--- src/sv/pae_pkg.sv ---
package pae_pkg;

  localparam int POS_W = 6;
  localparam int IDX_W = 6;
  localparam int CNT_W = 6;
  localparam int VAL_W = 32;

  typedef enum logic [2:0] {
    OP_INSERT       = 3'd0,
    OP_DELETE       = 3'd1,
    OP_SEARCH_ALL   = 3'd2,
    OP_SEARCH_FIRST = 3'd3,
    OP_UPDATE       = 3'd4,
    OP_READ         = 3'd5
  } op_t;

  typedef enum logic [1:0] {
    ST_OK       = 2'd0,
    ST_FULL     = 2'd1,
    ST_RANGE    = 2'd2,
    ST_NOTFOUND = 2'd3
  } status_t;

  typedef enum logic [2:0] {
    S_IDLE,
    S_CHECK,
    S_RUN,
    S_FINISH,
    S_END
  } fsm_t;

  typedef struct packed {
    logic [2:0]             opcode;
    logic [POS_W-1:0]       position;
    logic signed [VAL_W-1:0] operand_value;
  } req_item_t;

  typedef struct packed {
    logic [1:0]              status;
    logic [IDX_W-1:0]        found_index;
    logic signed [VAL_W-1:0] read_value;
    logic [CNT_W-1:0]        entry_count;
    logic                    last_result;
  } rsp_item_t;

  typedef struct packed {
    logic    load;
    logic    start;
    logic    run;
    logic    wr_item;
    logic    cnt_inc;
    logic    cnt_dec;
    logic    emit;
    logic    emit_end;
    status_t emit_st;
  } cmd_t;

  typedef struct packed {
    logic [2:0] op;
    logic       full;
    logic       pos_gt_cnt;
    logic       pos_ge_cnt;
    logic       out_free;
    logic       busy;
    logic       hit_done;
  } sts_t;

endpackage

--- src/sv/pae_ctrl.sv ---
module pae_ctrl (
  input  logic          clk,
  input  logic          rst,
  input  logic          req_valid,
  output logic          req_ready,
  input  pae_pkg::sts_t sts,
  output pae_pkg::cmd_t cmd
);

  pae_pkg::fsm_t    state;
  pae_pkg::fsm_t    state_next;
  logic             chk_bad;
  pae_pkg::status_t chk_code;

  always_ff @(posedge clk) begin
    if (rst) begin
      state <= pae_pkg::S_IDLE;
    end else begin
      state <= state_next;
    end
  end

  always_comb begin
    chk_bad  = 1'b0;
    chk_code = pae_pkg::ST_OK;
    case (sts.op)
      pae_pkg::OP_INSERT: begin
        chk_bad  = sts.full || sts.pos_gt_cnt;
        chk_code = sts.full ? pae_pkg::ST_FULL : pae_pkg::ST_RANGE;
      end
      pae_pkg::OP_DELETE, pae_pkg::OP_UPDATE, pae_pkg::OP_READ: begin
        chk_bad  = sts.pos_ge_cnt;
        chk_code = pae_pkg::ST_RANGE;
      end
      pae_pkg::OP_SEARCH_ALL, pae_pkg::OP_SEARCH_FIRST: begin
        chk_bad = 1'b0;
      end
      default: begin
        chk_bad  = 1'b1;
        chk_code = pae_pkg::ST_OK;
      end
    endcase
  end

  always_comb begin
    state_next = state;
    cmd        = '0;
    req_ready  = 1'b0;
    case (state)
      pae_pkg::S_IDLE: begin
        req_ready = 1'b1;
        if (req_valid) begin
          cmd.load   = 1'b1;
          state_next = pae_pkg::S_CHECK;
        end
      end
      pae_pkg::S_CHECK: begin
        if (chk_bad) begin
          if (sts.out_free) begin
            cmd.emit    = 1'b1;
            cmd.emit_st = chk_code;
            state_next  = pae_pkg::S_IDLE;
          end
        end else if (sts.op == pae_pkg::OP_UPDATE) begin
          if (sts.out_free) begin
            cmd.wr_item = 1'b1;
            cmd.emit    = 1'b1;
            cmd.emit_st = pae_pkg::ST_OK;
            state_next  = pae_pkg::S_IDLE;
          end
        end else begin
          cmd.start  = 1'b1;
          state_next = pae_pkg::S_RUN;
        end
      end
      pae_pkg::S_RUN: begin
        cmd.run = 1'b1;
        if (sts.hit_done) begin
          state_next = pae_pkg::S_IDLE;
        end else if (!sts.busy) begin
          if (sts.op == pae_pkg::OP_INSERT || sts.op == pae_pkg::OP_DELETE) begin
            state_next = pae_pkg::S_FINISH;
          end else begin
            state_next = pae_pkg::S_END;
          end
        end
      end
      pae_pkg::S_FINISH: begin
        if (sts.out_free) begin
          cmd.emit    = 1'b1;
          cmd.emit_st = pae_pkg::ST_OK;
          if (sts.op == pae_pkg::OP_INSERT) begin
            cmd.wr_item = 1'b1;
            cmd.cnt_inc = 1'b1;
          end else begin
            cmd.cnt_dec = 1'b1;
          end
          state_next = pae_pkg::S_IDLE;
        end
      end
      pae_pkg::S_END: begin
        if (sts.out_free) begin
          cmd.emit     = 1'b1;
          cmd.emit_end = 1'b1;
          state_next   = pae_pkg::S_IDLE;
        end
      end
      default: begin
        state_next = pae_pkg::S_IDLE;
      end
    endcase
  end

  a_emit_free: assert property (@(posedge clk) disable iff (rst)
    cmd.emit |-> sts.out_free)
    else $error("final beat issued while response register is blocked");

  a_load_idle: assert property (@(posedge clk) disable iff (rst)
    cmd.load |=> state == pae_pkg::S_CHECK)
    else $error("accepted request not decoded");

endmodule

--- src/sv/pae_dp.sv ---
module pae_dp #(
  parameter int DEPTH = 32
) (
  input  logic               clk,
  input  logic               rst,
  input  pae_pkg::req_item_t req_data,
  output logic               rsp_valid,
  input  logic               rsp_ready,
  output pae_pkg::rsp_item_t rsp_data,
  input  pae_pkg::cmd_t      cmd,
  output pae_pkg::sts_t      sts
);

  localparam int AW = $clog2(DEPTH);
  localparam int CW = $clog2(DEPTH + 1);
  localparam int XW = (CW > pae_pkg::POS_W) ? CW : pae_pkg::POS_W;

  logic [pae_pkg::VAL_W-1:0] mem [DEPTH];

  logic [2:0]                op;
  logic [pae_pkg::POS_W-1:0] pos;
  logic [pae_pkg::VAL_W-1:0] val;
  logic [CW-1:0]             cnt;
  logic [CW-1:0]             cnt_after;
  logic [CW-1:0]             ptr;
  logic [CW-1:0]             left;
  logic                      dn;
  logic                      s1_vld;
  logic [AW-1:0]             s1_idx;
  logic [pae_pkg::VAL_W-1:0] rdata;
  logic                      pend_vld;
  logic [AW-1:0]             pend_idx;

  logic [XW-1:0]             pos_x;
  logic [XW-1:0]             cnt_x;
  logic                      out_free;
  logic                      match;
  logic                      is_shift;
  logic                      need_emit;
  logic                      stall;
  logic                      adv;
  logic                      issue;
  logic                      run_emit;
  logic                      sh_we;
  logic                      we;
  logic [AW-1:0]             wa;
  logic [pae_pkg::VAL_W-1:0] wd;
  logic                      emit_any;
  pae_pkg::rsp_item_t        emit_data;

  assign pos_x    = XW'(pos);
  assign cnt_x    = XW'(cnt);
  assign out_free = !rsp_valid || rsp_ready;
  assign match    = (rdata == val);
  assign is_shift = (op == pae_pkg::OP_INSERT) || (op == pae_pkg::OP_DELETE);

  always_comb begin
    need_emit = 1'b0;
    case (op)
      pae_pkg::OP_READ:         need_emit = 1'b1;
      pae_pkg::OP_SEARCH_FIRST: need_emit = match;
      pae_pkg::OP_SEARCH_ALL:   need_emit = match && pend_vld;
      default:                  need_emit = 1'b0;
    endcase
  end

  assign stall    = s1_vld && need_emit && !out_free;
  assign adv      = cmd.run && !stall;
  assign issue    = adv && (left != '0);
  assign run_emit = adv && s1_vld && need_emit;
  assign sh_we    = adv && s1_vld && is_shift;
  assign we       = sh_we || cmd.wr_item;
  assign wa       = !sh_we ? pos[AW-1:0] :
                    (op == pae_pkg::OP_INSERT) ? s1_idx + AW'(1) : s1_idx - AW'(1);
  assign wd       = sh_we ? rdata : val;
  assign emit_any = run_emit || cmd.emit;

  always_comb begin
    cnt_after = cnt;
    if (cmd.cnt_inc) begin
      cnt_after = cnt + CW'(1);
    end else if (cmd.cnt_dec) begin
      cnt_after = cnt - CW'(1);
    end
  end

  always_comb begin
    emit_data             = '0;
    emit_data.entry_count = pae_pkg::CNT_W'(cnt_after);
    emit_data.last_result = 1'b1;
    if (run_emit) begin
      emit_data.status = pae_pkg::ST_OK;
      case (op)
        pae_pkg::OP_READ: begin
          emit_data.found_index = pos;
          emit_data.read_value  = rdata;
        end
        pae_pkg::OP_SEARCH_FIRST: begin
          emit_data.found_index = pae_pkg::IDX_W'(s1_idx);
        end
        default: begin
          emit_data.found_index = pae_pkg::IDX_W'(pend_idx);
          emit_data.last_result = 1'b0;
        end
      endcase
    end else if (cmd.emit_end) begin
      emit_data.status      = pend_vld ? pae_pkg::ST_OK : pae_pkg::ST_NOTFOUND;
      emit_data.found_index = pend_vld ? pae_pkg::IDX_W'(pend_idx) : '0;
    end else begin
      emit_data.status      = cmd.emit_st;
      emit_data.found_index = pos;
    end
  end

  always_ff @(posedge clk) begin
    if (we) begin
      mem[wa] <= wd;
    end
    if (issue) begin
      rdata <= mem[ptr[AW-1:0]];
    end
  end

  always_ff @(posedge clk) begin
    if (cmd.load) begin
      op  <= req_data.opcode;
      pos <= req_data.position;
      val <= req_data.operand_value;
    end
    if (emit_any) begin
      rsp_data <= emit_data;
    end
    if (issue) begin
      s1_idx <= ptr[AW-1:0];
    end
    if (adv && s1_vld && match && op == pae_pkg::OP_SEARCH_ALL) begin
      pend_idx <= s1_idx;
    end
    if (cmd.start) begin
      case (op)
        pae_pkg::OP_INSERT: begin
          ptr  <= cnt - CW'(1);
          left <= CW'(cnt_x - pos_x);
          dn   <= 1'b1;
        end
        pae_pkg::OP_DELETE: begin
          ptr  <= CW'(pos_x + XW'(1));
          left <= CW'(cnt_x - pos_x - XW'(1));
          dn   <= 1'b0;
        end
        pae_pkg::OP_READ: begin
          ptr  <= CW'(pos_x);
          left <= CW'(1);
          dn   <= 1'b0;
        end
        default: begin
          ptr  <= '0;
          left <= cnt;
          dn   <= 1'b0;
        end
      endcase
    end else if (issue) begin
      ptr  <= dn ? ptr - CW'(1) : ptr + CW'(1);
      left <= left - CW'(1);
    end
  end

  always_ff @(posedge clk) begin
    if (rst) begin
      cnt       <= '0;
      rsp_valid <= 1'b0;
      s1_vld    <= 1'b0;
      pend_vld  <= 1'b0;
    end else begin
      cnt <= cnt_after;
      if (emit_any) begin
        rsp_valid <= 1'b1;
      end else if (rsp_ready) begin
        rsp_valid <= 1'b0;
      end
      if (cmd.start) begin
        s1_vld   <= 1'b0;
        pend_vld <= 1'b0;
      end else begin
        if (adv) begin
          s1_vld <= issue;
        end
        if (adv && s1_vld && match && op == pae_pkg::OP_SEARCH_ALL) begin
          pend_vld <= 1'b1;
        end
      end
    end
  end

  assign sts.op         = op;
  assign sts.full       = (cnt == CW'(DEPTH));
  assign sts.pos_gt_cnt = (pos_x > cnt_x);
  assign sts.pos_ge_cnt = (pos_x >= cnt_x);
  assign sts.out_free   = out_free;
  assign sts.busy       = (left != '0) || s1_vld;
  assign sts.hit_done   = run_emit && (op != pae_pkg::OP_SEARCH_ALL);

  a_cnt_range: assert property (@(posedge clk) disable iff (rst)
    cnt <= CW'(DEPTH))
    else $error("entry count beyond depth");

  a_wr_bound: assert property (@(posedge clk) disable iff (rst)
    we |-> (XW'(wa) <= cnt_x))
    else $error("write lands past the list end");

  a_no_clobber: assert property (@(posedge clk) disable iff (rst)
    (rsp_valid && !rsp_ready) |-> !emit_any)
    else $error("response beat overwritten before taken");

endmodule

--- src/sv/positional_array_engine.sv ---
// channel | valid     | ready     | payload
// request | req_valid | req_ready | req_data  (opcode, position, operand_value)
// response| rsp_valid | rsp_ready | rsp_data  (status, found_index, read_value,
//         |           |           |            entry_count, last_result)
// Update, spare opcodes and refused items finish from the check state; read, insert,
//   delete and searches run through the entry store, one memory read a cycle while no
//   stalled response holds it; a search first that hits ends on its matching index.
// One item at a time; the next is taken once the last beat is in the response register.
// Reset clears the count and control; entries are meaningless until written.
// A stalled response holds a read or search at its next beat and holds every final beat.
module positional_array_engine #(
  parameter int DEPTH = 32
) (
  input  logic               clk,
  input  logic               rst,
  input  logic               req_valid,
  output logic               req_ready,
  input  pae_pkg::req_item_t req_data,
  output logic               rsp_valid,
  input  logic               rsp_ready,
  output pae_pkg::rsp_item_t rsp_data
);

  pae_pkg::cmd_t cmd;
  pae_pkg::sts_t sts;

  pae_ctrl u_ctrl (
    .clk       (clk),
    .rst       (rst),
    .req_valid (req_valid),
    .req_ready (req_ready),
    .sts       (sts),
    .cmd       (cmd)
  );

  pae_dp #(
    .DEPTH (DEPTH)
  ) u_dp (
    .clk       (clk),
    .rst       (rst),
    .req_data  (req_data),
    .rsp_valid (rsp_valid),
    .rsp_ready (rsp_ready),
    .rsp_data  (rsp_data),
    .cmd       (cmd),
    .sts       (sts)
  );

endmodule
--- config.mk ---
export PLATFORM = sky130hd
export DESIGN_NAME = positional_array_engine
export DESIGN_NICKNAME = d
export VERILOG_FILES = /design/src/sv/pae_pkg.sv /design/src/sv/pae_ctrl.sv /design/src/sv/pae_dp.sv /design/src/sv/positional_array_engine.sv
export SDC_FILE = /design/constraint.sdc
export NUM_CORES = 1
export LEC_CHECK = 0
export BUFFER_PORTS_ARGS = -buffer_cell sky130_fd_sc_hd__buf_2
export CAP_MARGIN = 10
export CELL_PAD_IN_SITES_DETAIL_PLACEMENT = 1
export CELL_PAD_IN_SITES_GLOBAL_PLACEMENT = 1
export CORE_MARGIN = 8
export CORE_UTILIZATION = 55
export CTS_BUF_LIST = sky130_fd_sc_hd__clkbuf_16
export DETAILED_ROUTE_END_ITERATION = 6
export MAX_ROUTING_LAYER = met4
export PLACE_DENSITY_LB_ADDON = 0.1
export SETUP_SLACK_MARGIN = 0.3
export SKIP_CTS_REPAIR_TIMING = 1
export SYNTH_ARGS = -nofsm -noshare
export SYNTH_HDL_FRONTEND = slang
export SYNTH_HIERARCHICAL = 1
export SYNTH_SLANG_ARGS = --single-unit
--- constraint.sdc ---
create_clock -name clk -period 5.3 [get_ports clk]
set_clock_uncertainty 0.15 [all_clocks]
set_input_delay 0.53 -clock clk [delete_from_list [all_inputs] [get_ports clk]]
set_output_delay 0.53 -clock clk [all_outputs]
set_load 0.02 [all_outputs]
# == After elaboration in Yosys (flattened, before gate mapping) ==
# Memories as Yosys holds them, arrays and structs flattened. A register that Yosys moved wholly into a read port is not among the register bits.
# Cells that the tools add are included.
# classes
addsub,10
n_eq_ne,14
order_cmp,2
muxes,57
reduce_logical,32
# ops
operator,n
6-bit two-way mux,8
6-bit case mux with 3 select lines,2
32-bit == test,1
32-bit two-way mux,1
6-bit by 1-bit subtractor with 6-bit output (second input constant),4
3-bit two-way mux,7
1-bit two-way mux,19
6-bit by 1-bit adder with 6-bit output (second input constant),3
2-bit two-way mux,8
5-bit two-way mux,3
3-bit by 2-bit == test with 1-bit output (second input constant),4
3-bit case mux with 4 select lines,1
6-bit case mux with 2 select lines,1
1-bit logical AND,11
3-bit == test (second input constant),3
1-bit case mux with 3 select lines,3
8-bit two-way mux,1
2-bit OR reduction,4
3-bit by 1-bit == test with 1-bit output (second input constant),2
6-bit == test (second input constant),1
6-bit greater-or-equal comparator,1
6-bit greater-than comparator,1
3-bit logical NOT,2
1-bit logical OR,6
other kinds (14),18
# word_totals
n_memories,1
word_cells,134
out_inout_bits,49
ram_bits,1024
regBits,123
# memory_table
memory,depth,word_bits,read_ports,rd_clocked_by_memory_dff,wr,line,rtl
u_dp.mem,32,32,1,1,1,pae_dp.sv:18,logic [pae_pkg::VAL_W-1:0] mem [DEPTH];

# == Depth between registers and ports, before layout ==
# logic_depth
depth_word,12
depth_mapped,16
mapped_depth_nobuf,16

# == Modules after synthesis ==
# The synthesis kept the hierarchy.
# by_module_without_submodules
module,area_per_inst_um2,cells_per_inst,n_inst,seq_area_each_um2
pae_dp,46315.7,2140,1,35193.8
pae_ctrl,401.6,57,1,60.1

# == Least setup slack after synthesis ==
# Ideal clock, no wire load.
# synth_path
path_kind,reg-to-reg
start,register u_dp/pos[2] (netlist bit)
end,"memory u_dp/mem[20][0] (netlist bit), enable pin"
path_stages_with_launch,15
path_buffers,1
t_required_ns,4.729
setup_slack_ns,0.739
setup_time_ns,0.421
arrival_ns,3.990
path_cell_list,edfxtp_1 clkbuf_1 inv_1 ha_1 a21o_1 a21oi_1 o21bai_1 a21oi_1 o21bai_1 nor3_1 a21oi_1 nor4_1 nor4b_1 a31oi_1 nor2_1
# synth_lines
item,line,rtl
start: declaration,pae_dp.sv:21,logic [pae_pkg::POS_W-1:0] pos;
start signal: assignment,pae_dp.sv:127,pos <= req_data.position;
end: declaration,pae_dp.sv:18,

==> key figures <==
Outcome
  – Status: completed

Placed design
  – Port bufs: 93
  – GPL Wtd Cong: around 0.86
  – HPWL after DPL: 75700 microns

Die
  – Core area: 84600 sq um
  – Rows: 107
  – I/O pin cnt: 94
  – Starting Density: 55.2%
  – Die Wd: 307 microns
  – Die height: roughly 310 microns
  – Die area: 94500 sq um

Detailed routing
  – Number of remaining DRC errors: 0
  – TritonRoute pass-1 iters: 5
  – Post-DR vias/cell: 6.40
  – Iter 0 DRT Violations: 2872
  – Routed Antenna Nets: 0
  – Vias: between 20000 and 25000
  – WL final: 124000 microns
  – WL per Instance: 33.6 microns

STA
  – Rel. slew slack: 12.7%
  – Final setup TNS: 0 ps
  – RSZ-0062 raised after global routing: yes
  – Worst slew pin tran: 1300 ps
  – Final worst path period share: about 90%
  – Slew Viols, Final: 0
  – Final hold vios: 0
  – F_max: 0.209 GHz
  – Setup violators final: 0
  – Fin crit period: 4780 ps

Yosys
  – Syn_area_per_cell: 21.3 sq um
  – Async SR Flop Fraction: 0%
  – Post-synth EDFFs: between 1000 and 1500
  – Yosys warns: 6
  – Yosys reg bits: 1178
  – Yosys cell types: 65
  – Synth Net Count: 2264
  – Synthesized area: 46700 sq um
  – Mapped Cells: 2197
  – Post-synthesis sequential area ratio: 75.5%
  – Main synth FF type: edfxtp_1

Finish
  – Number of fill cells: 6908
  – P&R area growth vs syn: 15.4%
  – Commonest non-fill, non-tap cell in the layout: edfxtp_1
  – Commonest cells after routing, fill and taps aside: edfxtp_1 (1166), mux4_2 (320), nand2_1 (128), clkbuf_16 (122), buf_2 (93)
  – Antenna diodes: 0
  – Layout cells sized above 1: between 30% and 40%
  – Net count, final: 2515

Global routing
  – Met1 Track Usage GR: 37.3%
  – GRT overflow: 0
  – GR Util met3: 3.65%
  – GR Util met2: 42.0%
  – Overall routing resource usage: 26.6%
  – Gr busiest metal: met2
  – Largest net degree at the start of global routing: 67
  – First-pass GRT wire length: 175000 microns
  – Antenna violations before repair: 10
  – Vias in the first global route: 23896

Clock network
  – Number of H-tree levels: 3
  – Root Buffer: clkbuf_16
  – Clk buf depth: 3
  – # clock sinks: between 1000 and 1500
  – Clk Latency, worst-skew pair: 690 ps
  – CTS Buf Count: 117
  – CTS tree: done
  – Clk slew on worst S/H paths: 60 ps

Worst hold path
  – Hold crit path type: primary input to flip-flop

Critical path
  – Most used cell, CP: a21oi_1
  – Startpoint Class: flip-flop
  – Crit path cell chain: inv_1 -> ha_1 -> inv_1 -> fa_1 -> a21o_1 -> a21oi_1 -> o21bai_1 -> a21oi_1 -> o21bai_1 -> nor3_1 -> a21oi_1 -> nor4_4 -> buf_4 -> nor4b_1 -> a31oi_2 -> buf_4 -> nor2_4 -> buf_6
  – CP Max Fanout: 32
  – Crit Path Category: flip-flop to flip-flop
  – Arrival @ worst endpoint: 5020 ps
  – Crit end category: flip-flop
  – Worst Path Buf+Inv: 5
  – CP max stage delay: between 700 and 800 ps
  – Worst path slowest cell: a31oi_2
  – Worst EP required: about 5500 ps
  – Top delay family on crit path: compound AO/OA/AOI/OAI gates

Power and ir drop
  – Total power: about 0.022 W
  – Leak: 17.4 nW
  – Peak supply drop: 0.308 mV
  – Cell Pwr Density: 406 nW/um^2

Flow run
  – Max_cap viols: 0
## report_power, final
part | internal [W] | switching [W]
registers | 0.0106 | 0.000136
clock network | 0.00488 | 0.00352
logic | 0.00112 | 0.00164
total | 0.0166 | 0.00530
## Yosys cell counts, types with 5 or more instances
master | instances | share of area, %
a21o_1 | 8 | 0.13
a21oi_1 | 27 | 0.29
a31oi_1 | 7 | 0.094
and2_1 | 41 | 0.55
and3_1 | 9 | 0.12
buf_1 | 21 | 0.17
buf_2 | 9 | 0.096
buf_4 | 22 | 0.35
clkbuf_1 | 50 | 0.40
dfxtp_1 | 12 | 0.51
edfxtp_1 | 1166 | 75
ha_1 | 19 | 0.51
inv_1 | 24 | 0.19
mux2_2 | 33 | 0.80
mux2i_1 | 6 | 0.13
mux4_2 | 320 | 15
nand2_1 | 128 | 1.0
nand3_1 | 9 | 0.096
nand4_1 | 9 | 0.12
nor2_1 | 57 | 0.46
nor2b_1 | 10 | 0.13
nor3_1 | 18 | 0.19
nor4_1 | 23 | 0.31
o21ai_0 | 24 | 0.26
o221ai_1 | 5 | 0.094
o22ai_1 | 6 | 0.080
or3_1 | 7 | 0.094
xnor2_1 | 20 | 0.37
xor2_1 | 41 | 0.77
## flip-flops by register name (all words and copies together) (netlist names)
register / count
u_dp/dn: 1
u_dp/op: 3
u_dp/s1_idx: 5
u_dp/pend_vld: 1
u_dp/ptr: 5
u_dp/cnt: 6
u_dp/pend_idx: 5
u_dp/rdata: 32
u_dp/val: 32
u_dp/rsp_valid: 1
u_dp/s1_vld: 1
u_dp/mem: 1024
u_dp/rsp_data: 47
u_ctrl/state: 3
u_dp/pos: 6
u_dp/left: 6
## path summary, 6_finish.rpt
path	end	cells past startpoint	startpoint	slack [ps]
max	u_dp/mem[24][12]	18	u_dp/cnt[0]	520
min	u_dp/rsp_valid	3	rsp_ready	210
max reg2reg	u_dp/mem[24][12]	18	u_dp/cnt[0]	520
min reg2reg	u_dp/pend_idx[4]	0	u_dp/s1_idx[4]	380
## tightest hold or removal path: stages
cell,delay [ps]
buf_2,80
nor2b_1,90
o31a_1,290
## cells by family (layout without fill, tap and decap cells)
| kind of cell | count (synthesis) | count (layout) | share of synthesized area (%) |
|---|---|---|---|
| flip-flops | 1178 | 1178 | 75.5 |
| multiplexers | 359 | 359 | 16.4 |
| AND/OR/NAND/NOR | 332 | 334 | 3.49 |
| buffers and inverters | 134 | 480 | 1.34 |
| AO/OA/AOI/OAI | 110 | 110 | 1.53 |
| XOR/XNOR | 62 | 62 | 1.19 |
| adder cells (fa/ha/maj) | 22 | 22 | 0.637 |
## through the flow
stage / cells / util [%] / setup WS, ps / area (sq um) / hold WS [ps]
2_1_floorplan: 2197 / - / 739 / 46700 / 271
3_3_place_gp: 3413 / 58.2 / 437 / 49200 / 346
3_5_place_dp: 3414 / 58.2 / 296 / 49300 / 369
4_1_cts: 3630 / 62.9 / 252 / 53200 / -180
5_1_grt: 3689 / 63.7 / 255 / 53900 / 211
6_report: 3689 / 63.7 / 517 / 53900 / 206
## per-layer routing
layer,share of wire [%],wire length [microns]
met3,8.1,10000
met5,0,0
met2,49,60800
met1,41,50400
met4,2.1,2630
## final cells by class
cell class	instances	area (sq um)	area share (%)
repair buffers	236	2070	3.84
well taps	1144	1430	2.65
inverters	28	105	0.195
flip-flops and latches	1178	35300	65.4
clock inverters	94	862	1.60
clock buffers	122	3050	5.66
multi-input cells	887	11100	20.7
(Power assumes the default switching activity.)
